## config.mk

```make
export PLATFORM = sky130hd
export DESIGN_NAME = bounded_bag_table_unit
export DESIGN_NICKNAME = d
export VERILOG_FILES = /design/src/rtl/bbt_pkg.sv /design/src/rtl/bbt_cell.sv /design/src/rtl/bounded_bag_table_unit.sv
export SDC_FILE = /design/constraint.sdc
export NUM_CORES = 1
export LEC_CHECK = 0
export CAP_MARGIN = 15
export CORE_MARGIN = 4
export CORE_UTILIZATION = 26
export CTS_CLUSTER_SIZE = 24
export DETAILED_ROUTE_END_ITERATION = 12
export DONT_BUFFER_PORTS = 1
export GPL_TIMING_DRIVEN = 0
export PLACE_DENSITY = 0.36
export RECOVER_POWER = 25
export SETUP_SLACK_MARGIN = 0.02
export SYNTH_ARGS = -nofsm -noshare
export SYNTH_HDL_FRONTEND = slang
export SYNTH_SLANG_ARGS = --single-unit
```

## constraint.sdc

```tcl
create_clock -name clk -period 7.6 [get_ports clk]
set_input_delay 2.28 -clock clk [delete_from_list [all_inputs] [get_ports clk]]
set_output_delay 2.28 -clock clk [all_outputs]
set_load 0.02 [all_outputs]
```

## src/rtl/bbt_pkg.sv

```systemverilog
// bbt_pkg: action codes, config constants and the cell control type for
// the bounded bag table. No dependencies.
`default_nettype none
package bbt_pkg;

  localparam int ACT_W = 3;
  localparam logic [ACT_W-1:0] ACT_INSERT = 3'd0;
  localparam logic [ACT_W-1:0] ACT_QUERY  = 3'd1;
  localparam logic [ACT_W-1:0] ACT_REMOVE = 3'd2;
  localparam logic [ACT_W-1:0] ACT_FIRST  = 3'd3;
  localparam logic [ACT_W-1:0] ACT_NEXT   = 3'd4;
  localparam logic [ACT_W-1:0] ACT_CLEAR  = 3'd5;

  localparam int CFG_W = 5;
  localparam logic [CFG_W-1:0] MAX_ITEMS_RESET = 5'd16;

  typedef struct packed {
    logic rotate;  // every cell takes its right neighbor
    logic shift;   // compaction: only cells at or above the hole move
  } cell_ctrl_t;

endpackage
`default_nettype wire

```

## src/rtl/bbt_cell.sv

```systemverilog
// bbt_cell: one entry (key and data) of the bag chain.
// Depends on bbt_pkg for cell_ctrl_t.
`default_nettype none
module bbt_cell #(
  parameter int IDX       = 0,
  parameter int KEY_BITS  = 16,
  parameter int DATA_BITS = 32,
  parameter int IDX_W     = 4,
  parameter int CNT_W     = 5
) (
  input  wire logic                  clk,
  input  wire bbt_pkg::cell_ctrl_t   ctrl,
  input  wire logic [IDX_W-1:0]      hole,
  input  wire logic [CNT_W-1:0]      cnt,
  input  wire logic [KEY_BITS-1:0]   src_key,
  input  wire logic [DATA_BITS-1:0]  src_data,
  output logic      [KEY_BITS-1:0]   key_q,
  output logic      [DATA_BITS-1:0]  data_q
);

  logic [KEY_BITS-1:0]  key_r;
  logic [DATA_BITS-1:0] data_r;
  logic                 load;

  // compaction moves cells from the hole up to the last held entry minus one
  assign load = ctrl.rotate
              | (ctrl.shift && (IDX >= int'(hole)) && ((IDX + 1) < int'(cnt)));

  always_ff @(posedge clk) begin
    if (load) begin
      key_r  <= src_key;
      data_r <= src_data;
    end
  end

  assign key_q  = key_r;
  assign data_q = data_r;

endmodule
`default_nettype wire

```

## src/rtl/bounded_bag_table_unit.sv

```systemverilog
// bounded_bag_table_unit: bounded bag of key/data entries in a ring of cells.
// Each command walks the whole ring, then a finish state registers the result;
// a remove that hits passes through a shift state before the finish state.
// A new command is accepted only while busy is low, once the last one ends.
// Reset (rst_n low, synchronous): empty bag, cursor -1, max_items 16.
// Results are strobed for one cycle; the receiver cannot stall.
`default_nettype none
module bounded_bag_table_unit #(
  parameter int DEPTH     = 16,
  parameter int KEY_BITS  = 16,
  parameter int DATA_BITS = 32,
  localparam int IDX_W    = (DEPTH > 1) ? $clog2(DEPTH) : 1,
  localparam int CNT_W    = $clog2(DEPTH + 1),
  localparam int CUR_W    = $clog2(DEPTH) + 1
) (
  input  wire logic                         clk,
  input  wire logic                         rst_n,
  // command channel
  input  wire logic                         start,
  output logic                              busy,
  input  wire logic [bbt_pkg::ACT_W-1:0]    in_action,
  input  wire logic [KEY_BITS-1:0]          in_key,
  input  wire logic [DATA_BITS-1:0]         in_entry_data,
  // result channel
  output logic                              out_valid,
  output logic                              out_ok,
  output logic      [KEY_BITS-1:0]          out_key,
  output logic      [DATA_BITS-1:0]         out_data,
  output logic      [CNT_W-1:0]             out_count,
  // config
  input  wire logic                         cfg_we,
  input  wire logic [bbt_pkg::CFG_W-1:0]    cfg_data
);

  // Sequencer: every command walks the ring once (DEPTH steps). At step t
  // cell 0 holds entry t; it is fed back into the last cell, so after DEPTH
  // steps the ring is back in order. Insert swaps the fed-back word for the
  // new entry at step t == count. A remove that hits then passes through a
  // shift state: cells from the hole to count - 2 take their right neighbor.
  localparam logic [1:0] ST_IDLE  = 2'd0;
  localparam logic [1:0] ST_ROT   = 2'd1;
  localparam logic [1:0] ST_SHIFT = 2'd2;
  localparam logic [1:0] ST_FIN   = 2'd3;

  logic [1:0]                  state_r, state_nxt;
  logic [IDX_W-1:0]            step_r, step_nxt;
  logic [bbt_pkg::ACT_W-1:0]   act_r;
  logic [KEY_BITS-1:0]         key_r;
  logic [DATA_BITS-1:0]        data_r;
  logic [CNT_W-1:0]            count_r, count_nxt;
  logic [CUR_W-1:0]            cursor_r, cursor_nxt;   // two's complement, -1 at reset
  logic [bbt_pkg::CFG_W-1:0]   max_items_r;

  // per-command scratch
  logic                        found_r, found_nxt;
  logic [IDX_W-1:0]            hole_r, hole_nxt;
  logic [KEY_BITS-1:0]         res_key_r, res_key_nxt;
  logic [DATA_BITS-1:0]        res_data_r, res_data_nxt;

  // result registers
  logic                        out_valid_r, out_valid_nxt;
  logic                        out_ok_r, out_ok_nxt;
  logic [KEY_BITS-1:0]         out_key_r, out_key_nxt;
  logic [DATA_BITS-1:0]        out_data_r, out_data_nxt;

  // ring
  logic [KEY_BITS-1:0]         cell_key  [DEPTH];
  logic [DATA_BITS-1:0]        cell_data [DEPTH];
  logic [KEY_BITS-1:0]         feed_key;
  logic [DATA_BITS-1:0]        feed_data;
  bbt_pkg::cell_ctrl_t         ctrl;

  logic                        accept;
  logic                        last_step;
  logic [CUR_W-1:0]            t_ext, cnt_ext, tgt;
  logic                        ins_ok, cnt_nz, next_ok, hit;

  assign accept    = start && !busy;
  assign busy      = (state_r != ST_IDLE);
  assign last_step = (step_r == IDX_W'(DEPTH - 1));

  assign t_ext   = CUR_W'(step_r);
  assign cnt_ext = CUR_W'(count_r);
  assign tgt     = cursor_r + CUR_W'(1);          // -1 wraps to entry 0
  assign cnt_nz  = (count_r != '0);
  assign next_ok = cnt_nz && (tgt < cnt_ext);
  // capacity in use is max_items clamped to the built depth
  assign ins_ok  = (32'(count_r) < 32'(max_items_r)) && (32'(count_r) < 32'(DEPTH));
  assign hit     = (t_ext < cnt_ext) && (cell_key[0] == key_r);

  assign ctrl.rotate = (state_r == ST_ROT);
  assign ctrl.shift  = (state_r == ST_SHIFT);

  // word going back into the tail of the ring
  always_comb begin
    feed_key  = cell_key[0];
    feed_data = cell_data[0];
    if (act_r == bbt_pkg::ACT_INSERT && ins_ok && t_ext == cnt_ext) begin
      feed_key  = key_r;
      feed_data = data_r;
    end
  end

  genvar gi;
  generate
    for (gi = 0; gi < DEPTH; gi++) begin : g_cell
      logic [KEY_BITS-1:0]  src_key;
      logic [DATA_BITS-1:0] src_data;
      if (gi == DEPTH - 1) begin : g_tail
        assign src_key  = feed_key;
        assign src_data = feed_data;
      end else begin : g_body
        assign src_key  = cell_key[gi+1];
        assign src_data = cell_data[gi+1];
      end
      bbt_cell #(
        .IDX       (gi),
        .KEY_BITS  (KEY_BITS),
        .DATA_BITS (DATA_BITS),
        .IDX_W     (IDX_W),
        .CNT_W     (CNT_W)
      ) u_cell (
        .clk      (clk),
        .ctrl     (ctrl),
        .hole     (hole_r),
        .cnt      (count_r),
        .src_key  (src_key),
        .src_data (src_data),
        .key_q    (cell_key[gi]),
        .data_q   (cell_data[gi])
      );
    end
  endgenerate

  always_comb begin
    state_nxt     = state_r;
    step_nxt      = step_r;
    count_nxt     = count_r;
    cursor_nxt    = cursor_r;
    found_nxt     = found_r;
    hole_nxt      = hole_r;
    res_key_nxt   = res_key_r;
    res_data_nxt  = res_data_r;
    out_valid_nxt = 1'b0;
    out_ok_nxt    = out_ok_r;
    out_key_nxt   = out_key_r;
    out_data_nxt  = out_data_r;

    case (state_r)
      ST_IDLE: begin
        if (accept) begin
          state_nxt    = ST_ROT;
          step_nxt     = '0;
          found_nxt    = 1'b0;
          hole_nxt     = '0;
          res_key_nxt  = '0;
          res_data_nxt = '0;
        end
      end
      ST_ROT: begin
        // capture from the head of the ring
        case (act_r)
          bbt_pkg::ACT_QUERY, bbt_pkg::ACT_REMOVE: begin
            if (hit && !found_r) begin
              found_nxt    = 1'b1;
              hole_nxt     = step_r;
              res_key_nxt  = cell_key[0];
              res_data_nxt = cell_data[0];
            end
          end
          bbt_pkg::ACT_FIRST: begin
            if (cnt_nz && step_r == '0) begin
              res_key_nxt  = cell_key[0];
              res_data_nxt = cell_data[0];
            end
          end
          bbt_pkg::ACT_NEXT: begin
            if (next_ok && t_ext == tgt) begin
              res_key_nxt  = cell_key[0];
              res_data_nxt = cell_data[0];
            end
          end
          default: ;
        endcase
        step_nxt = step_r + IDX_W'(1);
        if (last_step) begin
          step_nxt  = '0;
          state_nxt = (act_r == bbt_pkg::ACT_REMOVE && found_nxt) ? ST_SHIFT : ST_FIN;
        end
      end
      ST_SHIFT: begin
        state_nxt = ST_FIN;
      end
      ST_FIN: begin
        state_nxt     = ST_IDLE;
        out_valid_nxt = 1'b1;
        out_key_nxt   = res_key_r;
        out_data_nxt  = res_data_r;
        out_ok_nxt    = 1'b0;
        case (act_r)
          bbt_pkg::ACT_INSERT: begin
            out_ok_nxt = ins_ok;
            if (ins_ok) count_nxt = count_r + CNT_W'(1);
          end
          bbt_pkg::ACT_QUERY: out_ok_nxt = found_r;
          bbt_pkg::ACT_REMOVE: begin
            out_ok_nxt = found_r;
            if (found_r) count_nxt = count_r - CNT_W'(1);
          end
          bbt_pkg::ACT_FIRST: begin
            out_ok_nxt = cnt_nz;
            if (cnt_nz) cursor_nxt = '0;
          end
          bbt_pkg::ACT_NEXT: begin
            out_ok_nxt = next_ok;
            if (next_ok) cursor_nxt = tgt;
          end
          bbt_pkg::ACT_CLEAR: begin
            out_ok_nxt = 1'b1;
            count_nxt  = '0;
          end
          default: ;
        endcase
      end
      default: state_nxt = ST_IDLE;
    endcase
  end

  always_ff @(posedge clk) begin
    if (!rst_n) begin
      state_r     <= ST_IDLE;
      step_r      <= '0;
      count_r     <= '0;
      cursor_r    <= '1;
      max_items_r <= bbt_pkg::MAX_ITEMS_RESET;
      out_valid_r <= 1'b0;
    end else begin
      state_r     <= state_nxt;
      step_r      <= step_nxt;
      count_r     <= count_nxt;
      cursor_r    <= cursor_nxt;
      out_valid_r <= out_valid_nxt;
      if (cfg_we) max_items_r <= cfg_data;
    end
  end

  // payload, no reset
  always_ff @(posedge clk) begin
    if (accept) begin
      act_r  <= in_action;
      key_r  <= in_key;
      data_r <= in_entry_data;
    end
    found_r    <= found_nxt;
    hole_r     <= hole_nxt;
    res_key_r  <= res_key_nxt;
    res_data_r <= res_data_nxt;
    out_ok_r   <= out_ok_nxt;
    out_key_r  <= out_key_nxt;
    out_data_r <= out_data_nxt;
  end

  assign out_valid = out_valid_r;
  assign out_ok    = out_ok_r;
  assign out_key   = out_key_r;
  assign out_data  = out_data_r;
  assign out_count = count_r;

  // checks
  a_strobe_after_busy: assert property (@(posedge clk) disable iff (!rst_n)
    out_valid |-> $past(busy))
    else $error("result strobe without a command in flight");

  a_accept_busy: assert property (@(posedge clk) disable iff (!rst_n)
    accept |=> busy)
    else $error("accepted beat did not raise busy");

  a_count_bound: assert property (@(posedge clk) disable iff (!rst_n)
    32'(out_count) <= 32'(DEPTH))
    else $error("entry count above built depth");

  a_miss_zero: assert property (@(posedge clk) disable iff (!rst_n)
    (out_valid && !out_ok) |-> (out_key == '0 && out_data == '0))
    else $error("failed beat carries nonzero entry");

endmodule
`default_nettype wire

```

* Word-level counts from Yosys, hierarchy flattened
Index checks and enable logic that the tools add are counted.
** Storage, ports and cells
- Flip-flop bits (word level) :: 943
** Operators by class
- Equality and inequality tests :: 24
- Reductions and logical operators :: 58
- Magnitude comparators :: 35
- $add $sub $neg :: 4
- Multiplexer cells :: 37
- Bitwise gates (word level) :: 16
** Operators by type and width (count)
- two-way mux 32 bit :: 5
- one-hot mux 32 bit (3 select lines) :: 1
- two-way mux 16 bit :: 5
- one-hot mux 32 bit (2 select lines) :: 1
- one-hot mux 16 bit (3 select lines) :: 1
- logical AND 1 bit :: 41
- < comparator 4 x 5 -> 1 bit (first input constant) :: 8
- one-hot mux 16 bit (2 select lines) :: 1
- >= comparator 4 bit (first input constant) :: 7
- < comparator 3 x 5 -> 1 bit (first input constant) :: 4
- two-way mux 5 bit :: 4
- equality test 16 bit :: 1
- >= comparator 3 x 4 -> 1 bit (first input constant) :: 4
- two-way mux 4 bit :: 4
- != test 2 bit (second input constant) :: 8
- OR 1 bit :: 16
- one-hot mux 4 bit (2 select lines) :: 2
- one-hot mux 5 bit (3 select lines) :: 1
- AND reduction 4 bit :: 3
- adder 5 x 1 -> 5 bit (second input constant) :: 2
- equality test 4 x 5 -> 1 bit :: 2
- < comparator 2 x 5 -> 1 bit (first input constant) :: 2
- < comparator 5 bit :: 2
- one-hot mux 5 bit (2 select lines) :: 1
- 31 further kinds :: 48

* Depth between registers and ports, before layout
- Depth after elaboration :: 10
- Gate-level depth with buffers :: 10
- Depth with buffers taken out :: 9

* Modules after synthesis
Synthesis repeated with hierarchy kept, for this count alone.
** Second synthesis, totals
- Cells, all modules :: 1335
- Area, all modules :: 30976.0 um^2
** Modules (own cells, without submodules)
- bounded_bag_table_unit :: seq. area each 5034.8 um^2, area an instance 7462.2 um^2, cells each 506, instances 1
- bbt_cell at g_cell[4].u_cell ... :: seq. area each 1441.4 um^2, area an instance 1468.9 um^2, cells each 52, instances 2
- bbt_cell at g_cell[3].u_cell :: seq. area each 1441.4 um^2, area an instance 1483.9 um^2, cells each 52, instances 1
- bbt_cell at g_cell[7].u_cell :: seq. area each 1441.4 um^2, area an instance 1481.4 um^2, cells each 53, instances 1
- bbt_cell at g_cell[11].u_cell :: seq. area each 1441.4 um^2, area an instance 1478.9 um^2, cells each 52, instances 1
- bbt_cell at g_cell[1].u_cell :: seq. area each 1441.4 um^2, area an instance 1475.2 um^2, cells each 52, instances 1
- bbt_cell at g_cell[10].u_cell :: seq. area each 1441.4 um^2, area an instance 1472.7 um^2, cells each 52, instances 1
- bbt_cell at g_cell[9].u_cell :: seq. area each 1441.4 um^2, area an instance 1472.7 um^2, cells each 53, instances 1
- bbt_cell at g_cell[5].u_cell :: seq. area each 1441.4 um^2, area an instance 1470.2 um^2, cells each 54, instances 1
- bbt_cell at g_cell[12].u_cell :: seq. area each 1441.4 um^2, area an instance 1466.4 um^2, cells each 51, instances 1
- bbt_cell at g_cell[6].u_cell :: seq. area each 1441.4 um^2, area an instance 1466.4 um^2, cells each 52, instances 1
- bbt_cell at g_cell[13].u_cell :: seq. area each 1441.4 um^2, area an instance 1465.2 um^2, cells each 51, instances 1
- bbt_cell at g_cell[2].u_cell :: seq. area each 1441.4 um^2, area an instance 1465.2 um^2, cells each 52, instances 1
- bbt_cell at g_cell[0].u_cell :: seq. area each 1441.4 um^2, area an instance 1463.9 um^2, cells each 51, instances 1
- 2 more rows

* Worst setup path before layout
No wires, ideal clock.
- Path type :: input to register
- Start point :: in start
- End point :: reg res_data_r[0] (enable)
- Stages on the path :: 4
- Data required time :: 7146 ps
- Path buffers :: 0
- Arrival :: 6171 ps
- Slack :: 975 ps
- Path through :: and2_1 > a21oi_1 > a41o_1 > nor2_1
** On the way
- Word-level cells in the longest chain between the ends :: 3
** Ends and longest elaborated chain
- from (decl) :: line bounded_bag_table_unit.sv:19 : input wire logic start,
- logical AND 1 bit :: line bounded_bag_table_unit.sv:78 : assign accept = start && !busy;
- != test 2 bit (no source line)
- AND reduction 6 bit (no source line)
- to (signal assigned) :: line bounded_bag_table_unit.sv:257 : res_data_r <= res_data_nxt;
- to (decl) :: line bounded_bag_table_unit.sv:58 : logic [DATA_BITS-1:0] res_data_r, res_data_nxt;
No other way between the ends.
A chain may end at the register's enable or synchronous reset.

* Worst setup path in the final report
- Start point :: reg state_r[0]
- End point :: out busy
** On the way
- Word-level cells in the longest chain between the ends :: 1
** Ends and longest elaborated chain
- from (decl) :: line bounded_bag_table_unit.sv:45 : logic [1:0] state_r, state_nxt;
- from (signal assigned) :: line bounded_bag_table_unit.sv:238 : state_r <= state_nxt;
- nonzero test 2 bit :: line bounded_bag_table_unit.sv:79 : assign busy = (state_r != ST_IDLE);
- to (decl) :: line bounded_bag_table_unit.sv:20 : output logic busy,
No other way between the ends.

==> flow_summary.toml <==
[power]
irDropWorstVdd_mv = 0.243
powerDensity_nw_per_um2 = 430
leakage_nw = 12.0

[outcome]
outcome = "finished clean"

[synthesis]
synthDominantCellAreaShare_pct = 89.4
syn_avg_cell_area_sq_um = 23.0
synth-edff-count = 921
netlist_area_sq_um = 30900
yosysTopAreaCell = "edfxtp_1"
yosys_warnings = 0
async_flop_share_pct = 0
ys.flop_type = "edfxtp_1"
syn_inst = 1344
ys_seq_area_share_pct = 90.9
synthTopCellsByArea = "edfxtp_1, dfxtp_1, and2_1"
synth_nets = 1426
ys_types = 57
ys_ff_latch = 943

[setup_path]
crit_path_top_delay_cell = "dfxtp_1"
cpMostUsedCell = "inv_1"
required_ps = 5320
path_class = "register to output port"
path_cells = "inv_1, ha_1, inv_1"
worstSetupStartpointType = "register"
path_max_fanout = 5
cp_data_arrival_time_ps = 1840
end_kind = "output port"
critical_path.max_stage_delay_ps = 450

[routing]
drc = 0
vias_per_cell = 4.17
routed-wl-met3_mm = 3.71
wl_per_cell_microns = 23.1
dr_wl_met2_mm = 32.2
detail_route.iter0.violations = 954
top_layer_used = "met4"
vias = 12904
wl_mm = 71.5
wl_met1_mm = 33.7
dr.pass1.iters = 5
drtAntennaViolNets = 0

[sta]
maxSlewViolCount = 0
setup_viol = 0
maxSlewHeadroom_pct = 22.2
fin_crit_ps = 4120
worst_slack_ps = 3480
tightest_slew_ps = 1170
finalHoldViolCount = 0
min_period_over_period_pct = 54.3
max_freq_mhz = 242
rsz0062_at_grt = "false"
fin_worst_skew_ps = 27.4

[place]
placed_cell_area_sq_um = 33700
gp_congestion = 0.749
hpwlAfterDp_mm = 42.5
io_buffers = 0
pre_cts_slack_ps = 2950

[cts]
cts_setup_buffers = 0
hold_buffers = 0
cts_tree = "done"
clock_path_buffers = 3
htree_levels = 3
path_clk_slew_ps = 60
cts-resized-gates = 0
clock_latency_ps = 680
cts-root-buf = "clkbuf_16"
cts.sinks = 943
cts_inserted_buffers = 103

[floorplanning]
dieArea_sq_um = 125000
die_w_microns = 353
die_y_microns = 353
core-area_sq_um = 118000
start_util_pct = 26.2
pin_count = 116
std_cell_rows = 126

[global_route]
grt_overflow = 0
track_usage_pct = 11.4
grt_pass1_wl_mm = 102
antenna_found_initial = 8
grt_max_degree = 43
grt_pass1_vias = 13735

[finish]
syn_to_final_growth_pct = 19.3
final_cell_area_sq_um = 36900
fin_nets = 1559
layout-drive-gt1-share_pct = 15.7

[worst_hold_path]
worstHoldPathType = "register to register"

[flow_run]
cap_viol_max_count = 0
-- cells in the mapped netlist (3+ instances only) --
cell      count
a21oi_1      11
a31oi_1       7
mux2_2       29
inv_1        19
buf_6         3
o31ai_1       3
o21ai_0      26
nor2_1       27
and2_1       57
a211oi_1      3
nor3_1        6
buf_2         5
nand4_1       5
dfxtp_1      22
xor2_1       10
o211ai_1      4
mux2_4       20
clkbuf_1     17
edfxtp_1    921
mux2i_1       5
nand2_1      40
nor2b_1       5
ha_1         22
xnor2_1      14
nand3_1      18
-- path summary, 6_finish.rpt --
check | from | endpoint | slack (ps) | depth (start not counted)
hold / removal | g_cell[10].u_cell.data_q[25]$_DFFE_PP_ | g_cell[9].u_cell.data_q[25]$_DFFE_PP_ | 410 | 0
setup reg to reg | out_count[3]$_SDFFE_PN0P_ | res_data_r[13]$_SDFFCE_PN0P_ | 3760 | 10
setup / recovery | state_r[0]$_SDFFE_PN0P_ | busy | 3480 | 3
hold reg to reg | g_cell[10].u_cell.data_q[25]$_DFFE_PP_ | g_cell[9].u_cell.data_q[25]$_DFFE_PP_ | 410 | 0
-- cell usage in the layout, fill, tap and decap left out, types with 4 or more instances in the layout --
master / n
edfxtp_1: 921
clkbuf_16: 103
and2_1: 56
clkbuf_1: 45
nand2_1: 30
mux2_2: 29
nor2_1: 26
o21ai_0: 23
clkinv_1: 22
dfxtp_1: 22
ha_1: 21
mux2_4: 20
inv_1: 19
nand3_1: 18
buf_16: 15
xnor2_1: 14
clkinv_2: 12
a21oi_1: 11
xor2_1: 10
nand2_4: 10
buf_12: 10
a31oi_1: 7
nor3_1: 6
bufinv_16: 6
buf_2: 5
nand4_1: 5
nor2b_1: 5
mux2i_1: 5
o211ai_1: 4
clkbuf_8: 4
-- layer usage --
metal | track usage [%] | vias to the layer above
met5 | 0 | -
met4 | 4.03 | 0
met3 | 2.53 | 114
met2 | 17.4 | 314
li1 | - | 5575
met1 | 16.1 | 6901
-- worst max-delay path, delay by kind of cell (launching register included) --
family                     cells  cell delay [ps]
adders and majority gates      1              260
DFF                            1              450
buffers and inverters          2              450
-- sequential cells by signal, indices dropped and copies added (netlist names), 16 cells and up --
register,flops
g_cell.u_cell.data_q,512
g_cell.u_cell.key_q,256
data_r,32
out_data,32
res_data_r,32
key_r,16
out_key,16
res_key_r,16
-- power by group --
group	switching, mW	leakage, nW	internal [mW]
sequential	0.589	8.77	8.28
combinational	1.63	1.62	0.567
clock	2.04	1.57	2.75
-- kinds of logic after synthesis --
logic type / synth area share (%)
DFF: 90.9
and+or+nand+nor: 2.99
AOI/OAI and AO/OA: 1.73
muxes: 2.19
buffers and inverters: 0.651
xor gates and xnor gates: 0.680
adders and majority gates: 0.890
-- final cells by class --
| cell class | instances | area [sq um] |
|---|---|---|
| buffer | 25 | 123 |
| tap | 1536 | 1920 |
| fill | 11208 | 81200 |
| timing repair buffer | 28 | 658 |
| clock buffer | 135 | 2740 |
| antenna | 3 | 7.51 |
| multi-input combinational | 355 | 2780 |
| inverter | 21 | 78.8 |
| sequential | 943 | 28100 |
| clock inverter | 49 | 489 |
-- through the flow --
stage | util (%) | hold WS [ps] | cells | setup TNS (ps) | power, mW
after global placement | 27.8 | 401 | 2880 | -538600 | 11.1
final | 31.2 | 406 | 3095 | 0 | 15.9
after floorplan | - | 400 | 1344 | 0 | 9.71
after detailed placement | 28.5 | 405 | 2908 | 0 | 11.3
after global routing | 31.2 | 414 | 3092 | 0 | 16.6
after CTS | 31.2 | 409 | 3092 | 0 | 16.2
No activity file was read; power rests on OpenSTA's default activity.
